**src/rtl/vpri_pkg.sv**
```systemverilog
// ----------------------------------------------------------------------------
// vpri_pkg: shared types and constants for the video port register interface
// Port access codes, address codes, register reset image and the command and
// status bundles between controller and datapath.
// ----------------------------------------------------------------------------
`default_nettype none

package vpri_pkg;

   // port access kinds
   typedef enum logic [1:0] {
      OP_CTRL_READ  = 2'd0,
      OP_DATA_READ  = 2'd1,
      OP_CTRL_WRITE = 2'd2,
      OP_DATA_WRITE = 2'd3
   } op_type;

   // code field, bits 15..14 of the address word
   typedef enum logic [1:0] {
      CODE_VRAM_READ  = 2'd0,
      CODE_VRAM_WRITE = 2'd1,
      CODE_REG_WRITE  = 2'd2,
      CODE_COLOR      = 2'd3
   } code_type;

   // controller states
   typedef enum logic [2:0] {
      ST_IDLE,
      ST_EXEC,
      ST_DISPATCH,
      ST_FETCH,
      ST_COLOR_WRITE,
      ST_DONE
   } state_type;

   localparam int          ADDR_BITS     = 14;
   localparam logic [15:0] ADDR_RESET    = 16'hBF00;
   localparam int          NUM_VREGS     = 16;
   localparam int          VREG_IDX_BITS = 4;
   localparam logic [1:0]  ENABLE_RESET  = 2'b11;
   localparam int          VREG_FRAME_EN = 1;   // register holding frame enable
   localparam int          VREG_LINE_EN  = 0;   // register holding line enable
   localparam int          FRAME_EN_BIT  = 5;   // mask 0x20
   localparam int          LINE_EN_BIT   = 4;   // mask 0x10

   typedef logic [7:0] vreg_array_type [NUM_VREGS];

   localparam vreg_array_type VREG_RESET = '{
      8'h26, 8'hE0, 8'hFF, 8'hFF, 8'hFF, 8'hFF, 8'hFF, 8'h00,
      8'h00, 8'h00, 8'h00, 8'h00, 8'h00, 8'h00, 8'h00, 8'h00
   };

   // controller to datapath
   typedef struct packed {
      logic latch;        // take the new beat, merge renderer flags
      logic ctl_read;     // return status, clear status and pending
      logic data_read;    // return buffer, start memory read
      logic lo_byte;      // first control byte
      logic hi_byte;      // second control byte
      logic fetch_issue;  // prefetch memory read for code 0
      logic buf_fill;     // buffer from memory, advance address
      logic reg_write;    // video register write
      logic vram_write;   // memory write, buffer, advance
      logic color_calc;   // color index quotient estimate
      logic color_write;  // color write, buffer, advance
      logic load_out;     // move result into output register
   } ctrl_cmd_type;

   // datapath to controller
   typedef struct packed {
      op_type   op;
      logic     second;
      code_type code;
   } dp_status_type;

endpackage

`default_nettype wire

```
**src/rtl/vpri_ctrl.sv**
```systemverilog
// ----------------------------------------------------------------------------
// vpri_ctrl: access sequencer
// Steps each accepted beat through execute and, as its kind needs, dispatch,
// memory fetch or color write states, and owns the input stall and the output valid.
// ----------------------------------------------------------------------------
`default_nettype none

module vpri_ctrl
   import vpri_pkg::*;
(
   input  wire logic          clock,
   input  wire logic          reset,
   input  wire logic          req_valid,
   output logic               req_stall,
   output logic               rsp_valid,
   input  wire logic          rsp_stall,
   input  wire dp_status_type status,
   output ctrl_cmd_type       cmd
);

   state_type state_ff, state_in;
   logic      rsp_valid_ff, rsp_valid_in;

   // state register
   always_ff @(posedge clock) begin
      if (reset) begin
         state_ff     <= ST_IDLE;
         rsp_valid_ff <= 1'b0;
      end else begin
         state_ff     <= state_in;
         rsp_valid_ff <= rsp_valid_in;
      end
   end

   // next state and commands
   always_comb begin
      state_in = state_ff;
      cmd      = '0;
      unique case (state_ff)
         ST_IDLE: begin
            if (req_valid) begin
               cmd.latch = 1'b1;
               state_in  = ST_EXEC;
            end
         end
         ST_EXEC: begin
            unique case (status.op)
               OP_CTRL_READ: begin
                  cmd.ctl_read = 1'b1;
                  state_in     = ST_DONE;
               end
               OP_DATA_READ: begin
                  cmd.data_read = 1'b1;
                  state_in      = ST_FETCH;
               end
               OP_CTRL_WRITE: begin
                  if (status.second) begin
                     cmd.hi_byte = 1'b1;
                     state_in    = ST_DISPATCH;
                  end else begin
                     cmd.lo_byte = 1'b1;
                     state_in    = ST_DONE;
                  end
               end
               OP_DATA_WRITE: begin
                  if (status.code == CODE_COLOR) begin
                     cmd.color_calc = 1'b1;
                     state_in       = ST_COLOR_WRITE;
                  end else begin
                     cmd.vram_write = 1'b1;
                     state_in       = ST_DONE;
                  end
               end
               default: state_in = ST_DONE;
            endcase
         end
         ST_DISPATCH: begin
            priority case (status.code)
               CODE_VRAM_READ: begin
                  cmd.fetch_issue = 1'b1;
                  state_in        = ST_FETCH;
               end
               CODE_REG_WRITE: begin
                  cmd.reg_write = 1'b1;
                  state_in      = ST_DONE;
               end
               default: state_in = ST_DONE;
            endcase
         end
         ST_FETCH: begin
            cmd.buf_fill = 1'b1;
            state_in     = ST_DONE;
         end
         ST_COLOR_WRITE: begin
            cmd.color_write = 1'b1;
            state_in        = ST_DONE;
         end
         ST_DONE: begin
            // wait for room in the output register
            if (!rsp_valid_ff || !rsp_stall) begin
               cmd.load_out = 1'b1;
               state_in     = ST_IDLE;
            end
         end
         default: state_in = ST_IDLE;
      endcase
   end

   // output valid: set on load, cleared when the beat is taken
   always_comb begin
      rsp_valid_in = rsp_valid_ff && rsp_stall;
      if (cmd.load_out) begin
         rsp_valid_in = 1'b1;
      end
   end

   assign req_stall = (state_ff != ST_IDLE);
   assign rsp_valid = rsp_valid_ff;

`ifndef SYNTHESIS
   // an accepted beat always goes to execute
   a_accept_exec: assert property (@(posedge clock) disable iff (reset)
      (req_valid && !req_stall) |=> (state_ff == ST_EXEC))
      else $error("accepted beat did not enter execute");

   // memory fetch only follows a read issue
   a_fetch_src: assert property (@(posedge clock) disable iff (reset)
      (state_ff == ST_FETCH) |->
         ($past(state_ff) == ST_EXEC || $past(state_ff) == ST_DISPATCH))
      else $error("fetch state entered without a read issue");

   // finishing a beat presents a result
   a_done_valid: assert property (@(posedge clock) disable iff (reset)
      (state_ff == ST_DONE && state_in == ST_IDLE) |=> rsp_valid_ff)
      else $error("result not presented after completion");
`endif

endmodule

`default_nettype wire

```
**config.mk**
```make
export PLATFORM = sky130hd
export DESIGN_NAME = vpri_ctrl
export DESIGN_NICKNAME = d
export VERILOG_FILES = /design/src/rtl/vpri_pkg.sv /design/src/rtl/vpri_ctrl.sv
export SDC_FILE = /design/constraint.sdc
export NUM_CORES = 1
export LEC_CHECK = 0
export ABC_CLOCK_PERIOD_IN_PS = 1470
export BUFFER_PORTS_ARGS = -buffer_cell sky130_fd_sc_hd__clkbuf_2
export CAP_MARGIN = 20
export CORE_AREA = 8 8 45 47
export CTS_BUF_LIST = sky130_fd_sc_hd__clkbuf_2
export DETAILED_ROUTE_END_ITERATION = 10
export DIE_AREA = 0 0 53 55
export PLACE_DENSITY = 0.52
export SYNTH_ARGS = -nofsm -noshare
export SYNTH_HDL_FRONTEND = slang
export SYNTH_SLANG_ARGS = --single-unit
```
**constraint.sdc**
```tcl
create_clock -name clock -period 1.47 [get_ports clock]
set_input_delay 0.0735 -clock clock [delete_from_list [all_inputs] [get_ports clock]]
set_output_delay 0.0735 -clock clock [all_outputs]
set_load 0.05 [all_outputs]
```
# Word level (Yosys, flattened, before mapping)
# Index checks and enable logic that the tools add are counted.
# classes
eq_ne	12
n_reduce_logical	10
muxes	28
# ops
operator	n
two-way mux 1 bit	18
case mux 3 bit (5 select lines)	1
two-way mux 3 bit	4
case mux 3 bit (4 select lines)	1
== test 2 bit (second input constant)	4
== test 3 x 2 -> 1 bit (second input constant)	2
== test 3 bit (second input constant)	2
two-way mux 2 bit	3
logical NOT 2 bit	2
two-way mux 4 bit	1
inequality test 2 bit (second input constant)	2
== test 3 x 1 -> 1 bit (second input constant)	1
logical NOT 3 bit	1
nonzero test 3 bit	1
== test 2 x 1 -> 1 bit (second input constant)	1
logical NOT 1 bit	2
AND reduction 2 bit	1
OR reduction 2 bit	1
logical AND 1 bit	1
logical OR 1 bit	1
# word_totals
inputBits	9
regBits	4
out_inout_bits	14

# Depth between registers and ports, before layout
# Gate-level depths: netlist of the first run.
# logic_depth
word_depth	5
depth_mapped	4
mapped_depth_nobuf	3

# Worst setup path after synthesis of the first run
# OpenSTA, ideal clock, no wires.
# synth_timing
kind	register to output
startpoint	register state_ff[2]
endpoint	output port cmd[4] (netlist name)
required_time_ns	1.397
stages_incl_launch_ff	3
t_arrival_ns	2.195
setup_slack_ns	-0.798
cell_sequence	dfxtp_1 or2b_1 nor4b_1
# synth_rtl
item	line	text
from (decl)	vpri_ctrl.sv:21	state_type state_ff, state_in;
from (signal assigned)	vpri_ctrl.sv:30	state_ff <= state_in;
to (decl)	vpri_ctrl.sv:18	output ctrl_cmd_type cmd

# Final worst setup path of the first run
# layout_timing
startpoint	register state_ff[1]
endpoint	output port req_stall
# layout_between
elab_chain_cells	1
# layout_rtl
item	line	text
nonzero test 3 bit	vpri_ctrl.sv:117	assign req_stall = (state_ff != ST_IDLE);
to (decl)	vpri_ctrl.sv:14	output logic req_stall,
# No other way between the ends.

==> results.toml, run 1 <==
[run_status]
status = "complete, no violations"

[power_and_ir_drop]
power_density_nw_per_um2 = 797
internal-power_w = 0.000271
combPwrFrac = 0.537
vdd.ir_drop.worst_mv = 0.484
power_w = 0.000506
seqPwrFrac = 0.266
sw_frac_of_total = 0.464
total_leakage_power_nw = 0.278
power_switching_w = 0.000235
clockPowerShare = 0.196

[clock_network]
cts_tree = "done"
htree_levels = 1
insertion_delay_ns = 0.20
clock_path_buffers = 2
clk_transition_reported_paths_ns = 0.04
hold_buffers = 0
cts_made_buffers = 3
cts.sinks = 4
cts_root_buf = "clkbuf_2"

[logic_synthesis]
synth_area_leaders = "dfxtp_1 23%, nand3b_1 6.5%, a21oi_1 5.8%, nand3_1 4.3%, nor3_1 4.3%"
synth_fp_nets = 56
synth_seq_cells = 4
synth_top_family_by_area = "simple AND/OR/NAND/NOR gates"
synth-compound-area-share = 0.216
yosysTopAreaCellShare = 0.230
synth.mux.area_fraction = 0
syn_area_um2 = 348
synth_fa_ha_area_frac = 0
syn_area_per_cell_um2 = 7.40
synth.distinct_cells = 27
synth_warnings = 0
synthXorXnorAreaFrac = 0
synth_cells = 47
seq_area_frac_synth = 0.230
yosysTopAreaCell = "dfxtp_1"
synth_simple_gate_area_share = 0.486

[layout]
area_growth_pct = 82.4
final-seq-area_um2 = 82.6
antenna_cells = 0
multi_input_area_um2 = 335
design_area_um2 = 634
drive_gt1_frac = 0.644
n_fill_cell = 146
final_cells = 89
nets = 84

[worst_setup_path]
cp_data_required_time_ns = 1.40
max_stage_delay_ns = 0.39
startpoint_type = "flip-flop"
rr_worst_depth = 4
setup.worst_path.class = "flip-flop to primary output"
crit_chain = "buf_4 > or3_4 > clkbuf_2"
crit_end = "req_stall"
arrival_ns = 1.34
r2r_start = "state_ff[1]"
critPathTopFamily = "buffers and inverters"
r2r_slack_ns = 0.19
slowest_stage = "or3_4"
critPathLaunch = "state_ff[1]"
reg2reg_to = "state_ff[0]"
critical_path_peak_fanout = 7
path_buf_inv = 2
endpoint_kind = "primary output"
crit_cells = 3

[sta]
rsz0062_at_grt = "no"
max_freq_mhz = 710
slew_headroom = 0.814
setup_tns_ns = 0
setup_viol = 0
tightest_slew_ns = 0.280
fin_ws_ns = 0.0613
period_minus_slack_ns = 1.41
final_hold_viol_count = 0
slew_viol_final = 0
skew_ns = 0.00143
period_share = 0.958

[grt]
overflow = 0
grt_antenna_before_repair = 0
track_usage = 0.0870
grt_max_degree = 9
grt_pass1_wl_um = 1960
grt_pass1_vias = 493

[job]
cap_violations = 0

[placed_design]
io_buffer_count = 22
dp_hpwl_um = 888
dp_cells = 86
place_congestion = 0.796
place_ws_ns = 0.141
dpl_cell_area_um2 = 558

[drt]
vias = 450
dr.pass1.iters = 3
first_iter_violations = 3
drtAntennaViolNets = 0
drt_wl_total_um = 1120
routedWlPerCell_um = 12.6
drc = 0
vias_per_cell = 5.06

[floorplan]
fp.dieW_um = 53
dieArea_um2 = 2920
core_um2 = 1380
die_h_um = 55
ios = 23
core.rowCount = 14
start_util = 0.251

[min_path]
hp-class = "primary input to flip-flop"
## power groups by stage
stage	Combinational [W]	Clock [W]	Sequential, W
2_1_floorplan	0.000176	0	0.000131
3_3_place_gp	0.000242	0	0.000134
3_5_place_dp	0.000243	0	0.000134
4_1_cts	0.000259	0.000108	0.000133
5_1_grt	0.000291	0.000118	0.000135
6_report	0.000272	0.0000994	0.000135
## flip-flops by register name, indices dropped and copies added, names as in the netlist
register,count
state_ff,3
rsp_valid,1
## how the worst min path moves through the flow
stage / slack (ns) / cells after the start / to / start
detailed placement: 0.30 / 2 / rsp_valid / reset
global route: 0.09 / 2 / state_ff[2] / reset
global placement: 0.31 / 2 / rsp_valid / reset
CTS: 0.08 / 2 / rsp_valid / reset
floorplan: 0.14 / 1 / rsp_valid / reset
finish: 0.09 / 2 / rsp_valid / reset
## metrics by stage
step,hold WS [ns],utilization
global route,0.0896,0.458
floorplan,0.143,-
finish,0.0909,0.458
CTS,0.0753,0.439
global placement,0.307,0.403
detailed placement,0.302,0.403
## cells in the final DEF (no fill, tap or decap), types with 2 or more instances in the layout
cell type and n:
nor2_2 2, nor3_4 2, clkbuf_4 2, nand3_1 2
buf_6 2, dfxtp_1 2, buf_4 5, nand2b_1 2
buf_2 2, nand2_1 3, dfxtp_2 2, a21oi_1 2
clkbuf_2 15, a21oi_2 2, nand3b_1 3
## per-layer routing
layer / vias up / global-route usage / part of all wire
met3: 4 / 0.0187 / 0.055
met4: 0 / 0.0690 / 0.027
li1: 230 / - / -
met1: 199 / 0.0899 / 0.43
met2: 17 / 0.150 / 0.49
met5: - / 0 / 0
## cell type report
class                   instances  area share
repair buffers                 25       0.274
clock buffers                   3      0.0237
well taps                      16      0.0316
inverters                       2      0.0118
multi-input cells              39       0.529
flip-flops and latches          4       0.130
## cell families (layout without fill, tap and decap cells)
kind of cell | after synthesis | after routing
simple gates | 28 | 28
flops | 4 | 4
compound gates | 11 | 11
buf+inv | 4 | 30
## cells in the mapped netlist, drive strengths merged
cell	count
and3	1
nor3	3
o21ai	1
buf	2
inv	2
a21oi	4
nand3	3
nor4b	1
and2b	1
dfxtp	4
o311ai	1
nor4	1
nand2	4
or3	1
or2b	1
o21ba	1
nand4	1
nor2	3
nand3b	3
a21boi	1
a211o	1
a31oi	1
or4	1
nand2b	2
o32ai	1
nor3b	2
## timing repair
item / in CTS / in global routing
pin swaps: 0 / 0
gates cloned: 0 / 0
gates resized for setup: 10 / 19
endpoints found under the setup margin: 8 / 11
setup buffers: 0 / 0
Note: power is estimated with default switching activity, not from simulation.
==> run 2, diff against run 1 <==
RECOVER_POWER = 100   (was unset)
==> results.toml, run 2 (synthesized netlist as in run 1, its figures left out) <==
[drt]
dr.pass1.iters = 3
routedWlPerCell_um = 12.7
vias_per_cell = 5.08
drt_wl_total_um = 1130
first_iter_violations = 3
vias = 452
drc = 0
drtAntennaViolNets = 0

[layout]
antenna_cells = 0
n_fill_cell = 152
area_growth_pct = 77.7
final_common_cell = "clkbuf_2"
final_cell_mix = "14 x clkbuf_2, 6 x buf_4, 4 x buf_2"
regMostFlops = "state_ff"
drive_gt1_frac = 0.630
final-seq-area_um2 = 82.6
nets = 84
largest_reg_flops = 3
fin_util = 0.447
multi_input_area_um2 = 335

[sta]
slew_headroom = 0.605
fin_hold_ws_ns = 0.0909
period_share = 0.959
fin_ws_ns = 0.0603
setup_viol = 0
skew_ns = 0.00143
tightest_slew_ns = 0.595
period_minus_slack_ns = 1.41
final_hold_viol_count = 0
slew_viol_final = 0
setup_tns_ns = 0
rsz0062_at_grt = "no"
max_freq_mhz = 709

[floorplan]
start_util = 0.251
fp.dieW_um = 53
dieArea_um2 = 2920
core_um2 = 1380
ios = 23
die_h_um = 55
core.rowCount = 14

[run_status]
status = "complete, no violations"

[worst_setup_path]
slowest_stage = "or3_4"
critical_path_peak_fanout = 7
setup.worst_path.class = "flip-flop to primary output"
crit_chain = "buf_4 > or3_4 > clkbuf_2"
r2r_slack_ns = 0.19
r2r_start = "state_ff[1]"
cp_data_required_time_ns = 1.40
endpoint_kind = "primary output"
startpoint_type = "flip-flop"
arrival_ns = 1.34
reg2reg_to = "state_ff[0]"
rr_worst_depth = 4
max_stage_delay_ns = 0.39

[power_and_ir_drop]
total_leakage_power_nw = 0.273
combPwrFrac = 0.534
power_switching_w = 0.000235
power_w = 0.000502
power_density_nw_per_um2 = 812
sw_frac_of_total = 0.468
clockPowerShare = 0.198
vdd.ir_drop.worst_mv = 0.484
internal-power_w = 0.000267
seqPwrFrac = 0.268

[clock_network]
cts_root_buf = "clkbuf_2"
cts_made_buffers = 3
htree_levels = 1
clock_path_buffers = 2
clk_transition_reported_paths_ns = 0.04
hold_buffers = 0
postCtsSetupBuffers = 0
cts.sinks = 4
insertion_delay_ns = 0.20
cts_tree = "done"

[grt]
grt_pass1_vias = 493
grt_pass1_wl_um = 1960
overflow = 0
grt_max_degree = 9
grt_antenna_before_repair = 0
track_usage = 0.0870

[placed_design]
place_congestion = 0.796
dp_hpwl_um = 888
io_buffer_count = 22
place_ws_ns = 0.141

[min_path]
hp-start = "reset"
hp-class = "primary input to flip-flop"
hold_depth = 2
hold_end = "rsp_valid"

[job]
cap_violations = 0
## run 2: cell count changes in the layout (fill, tap and decap cells not counted), sizes merged
cell | previous run | this run
buf | 10 | 12
clkbuf | 18 | 16
## run 2: metal layers
layer / up-vias / global-route usage / part of all wire
met5: - / 0 / 0
met4: 0 / 0.0690 / 0.027
met3: 4 / 0.0187 / 0.050
met2: 17 / 0.150 / 0.49
met1: 201 / 0.0899 / 0.44
li1: 230 / - / -
## run 2: worst max-delay path by stage
stage           startpoint         to  slack [ns]  cells past startpoint
4_1_cts        state_ff[1]    cmd[10]       0.003                      4
3_5_place_dp   state_ff[1]    cmd[11]        0.14                      4
5_1_grt        state_ff[2]     cmd[4]       0.002                      3
6_report       state_ff[1]  req_stall        0.06                      3
3_3_place_gp   state_ff[1]    cmd[11]        0.14                      4
2_1_floorplan  state_ff[2]     cmd[4]       -0.14                      2
## run 2: worst max-delay path: cells and delay by family (launching register included)
family                 cells  cell delay, ns
and+or+nand+nor            1            0.39
buffers and inverters      2            0.41
DFF                        1            0.33
## run 2: layout make-up
| cell class | count | share of cell area |
|---|---|---|
| multi-input cells | 39 | 0.543 |
| well taps | 16 | 0.0324 |
| inverters | 2 | 0.0121 |
| flip-flops and latches | 4 | 0.134 |
| clock buffers | 3 | 0.0243 |
| repair buffers | 25 | 0.255 |
## run 2: metrics by stage
stage / instance area [um^2] / instances
2_1_floorplan: 422 / 47
3_3_place_gp: 558 / 86
3_5_place_dp: 558 / 86
4_1_cts: 607 / 89
5_1_grt: 618 / 89
6_report: 618 / 89
## run 2: repair_timing
action,in CTS,in global routing
gates resized for setup,10,19
gates cloned,0,0
endpoints found under the setup margin,8,11
pin swaps,0,0
## run 2: power by group through the flow
stage | clock, W | combinational, W | sequential (W)
finish | 0.0000994 | 0.000268 | 0.000135
global route | 0.000118 | 0.000287 | 0.000135
CTS | 0.000108 | 0.000259 | 0.000133
detailed placement | 0 | 0.000243 | 0.000134
global placement | 0 | 0.000242 | 0.000134
floorplan | 0 | 0.000176 | 0.000131
==> run 3, diff against run 2 <==
ABC_CLOCK_PERIOD_IN_PS = 1400   (was 1470)
CTS_CLUSTER_DIAMETER = 40   (was unset)
clock period = 1.4 ns   (was 1.47 ns; I/O delays follow)
==> results.toml, run 3 (synthesized netlist as in run 1, its figures left out) <==
[sta]
slew_viol_final = 0
slew_headroom = 0.600
fin_ws_ns = 0.0307
tightest_slew_ns = 0.602
setup_viol = 0
max_freq_mhz = 730
rsz0062_at_grt = "yes"
skew_ns = 0.000595
period_minus_slack_ns = 1.37
period_share = 0.978
final_hold_viol_count = 0

[layout]
regMostFlops = "state_ff"
drive_gt1_frac = 0.603
final_cell_mix = "14 x clkbuf_2, 7 x buf_4"
nets = 84
area_growth_pct = 87.1
fin_util = 0.470
antenna_cells = 0
final_common_cell = "clkbuf_2"
final_cells = 89
largest_reg_flops = 3

[worst_setup_path]
crit_chain = "or2b_1 > nor4b_2 > clkbuf_8"
max_stage_delay_ns = 0.34
endpoint_kind = "primary output"
startpoint_type = "flip-flop"
critPathTopFamily = "simple AND/OR/NAND/NOR gates"
critical_path_peak_fanout = 6
rr_worst_depth = 3
setup.worst_path.class = "flip-flop to primary output"
cp_data_required_time_ns = 1.33
path_buf_inv = 1
crit_cells = 3
slowest_stage = "dfxtp_2"
arrival_ns = 1.30

[floorplan]
core.rowCount = 14
start_util = 0.251
dieArea_um2 = 2920
die_h_um = 55
ios = 23
core_um2 = 1380
fp.dieW_um = 53

[drt]
dr.max_layer_used = "met4"
routedWlPerCell_um = 12.8
dr.pass1.iters = 4
wl_met2_um = 570
met3_wirelength_um = 59
drtAntennaViolNets = 0
wl_met1_um = 491
vias = 441
first_iter_violations = 2
drt_wl_total_um = 1140
vias_per_cell = 4.96
drc = 0

[clock_network]
cts_root_buf = "clkbuf_2"
clock_path_buffers = 2
cts_made_buffers = 3
clk_transition_reported_paths_ns = 0.04
cts.sinks = 4
cts_tree = "done"
insertion_delay_ns = 0.20
htree_levels = 1
postCtsSetupBuffers = 0

[grt]
grt_pass1_wl_um = 1790
grt_pass1_vias = 436
grt_max_degree = 9
grt_antenna_before_repair = 0
track_usage = 0.0815
overflow = 0

[min_path]
hp-class = "primary input to flip-flop"
hold_depth = 2

[job]
cap_violations = 0

[placed_design]
place_congestion = 0.771
dp_cells = 86
place_ws_ns = 0.138
dp_hpwl_um = 942
io_buffer_count = 22

[power_and_ir_drop]
vdd.ir_drop.worst_mv = 0.408
total_leakage_power_nw = 0.275
power_density_nw_per_um2 = 796

[run_status]
status = "complete, no violations"
==> run 3: cell count changes in the layout (fill, tap and decap cells not counted), sizes merged <==
cell,previous run,this run
buf,12,11
clkbuf,16,17
==> run 3: area by class of cell <==
type	count	area, um^2
clock buffer	3	15.0
multi-input combinational	39	320
sequential	4	83.8
tap	16	20.0
inverter	2	7.51
fill	142	733
timing repair buffer	25	204
==> run 3: worst paths after layout <==
| check | from | to | slack [ns] |
|---|---|---|---|
| setup / recovery | state_ff[1] | cmd[4] | 0.03 |
| hold reg to reg | rsp_valid | rsp_valid | 0.55 |
| setup reg to reg | state_ff[0] | state_ff[0] | 0.23 |
| hold / removal | reset | state_ff[2] | 0.1 |
==> run 3: per-stage QoR <==
stage | power, W | hold WS, ns | setup TNS, ns | instance area (um^2)
floorplan | 0.000323 | 0.139 | -0.381 | 422
global placement | 0.000410 | 0.307 | 0 | 603
detailed placement | 0.000411 | 0.304 | 0 | 603
CTS | 0.000525 | 0.0825 | -0.00246 | 651
global route | 0.000554 | 0.102 | -0.125 | 651
finish | 0.000518 | 0.0967 | 0 | 651
==> run 3: power breakdown <==
group	total [W]	switching, W	internal, W	leakage, nW
logic	0.000279	0.000183	0.0000955	0.229
clock network	0.0000986	0.0000411	0.0000575	0.0125
registers	0.000140	0.0000133	0.000127	0.0339
total	0.000518	0.000238	0.000280	0.275
==> run 3: what timing repair did <==
item	CTS	global route
pin swaps	0	1
gates cloned	0	0
hold buffers	0	0
setup endpoints to repair	10	10
gates resized for setup	11	10
==> run 3: routing by layer <==
metal | GRT usage | up-vias
li1 | - | 229
met1 | 0.0883 | 196
met2 | 0.146 | 14
met3 | 0.0187 | 2
met4 | 0.0388 | 0
met5 | 0 | -
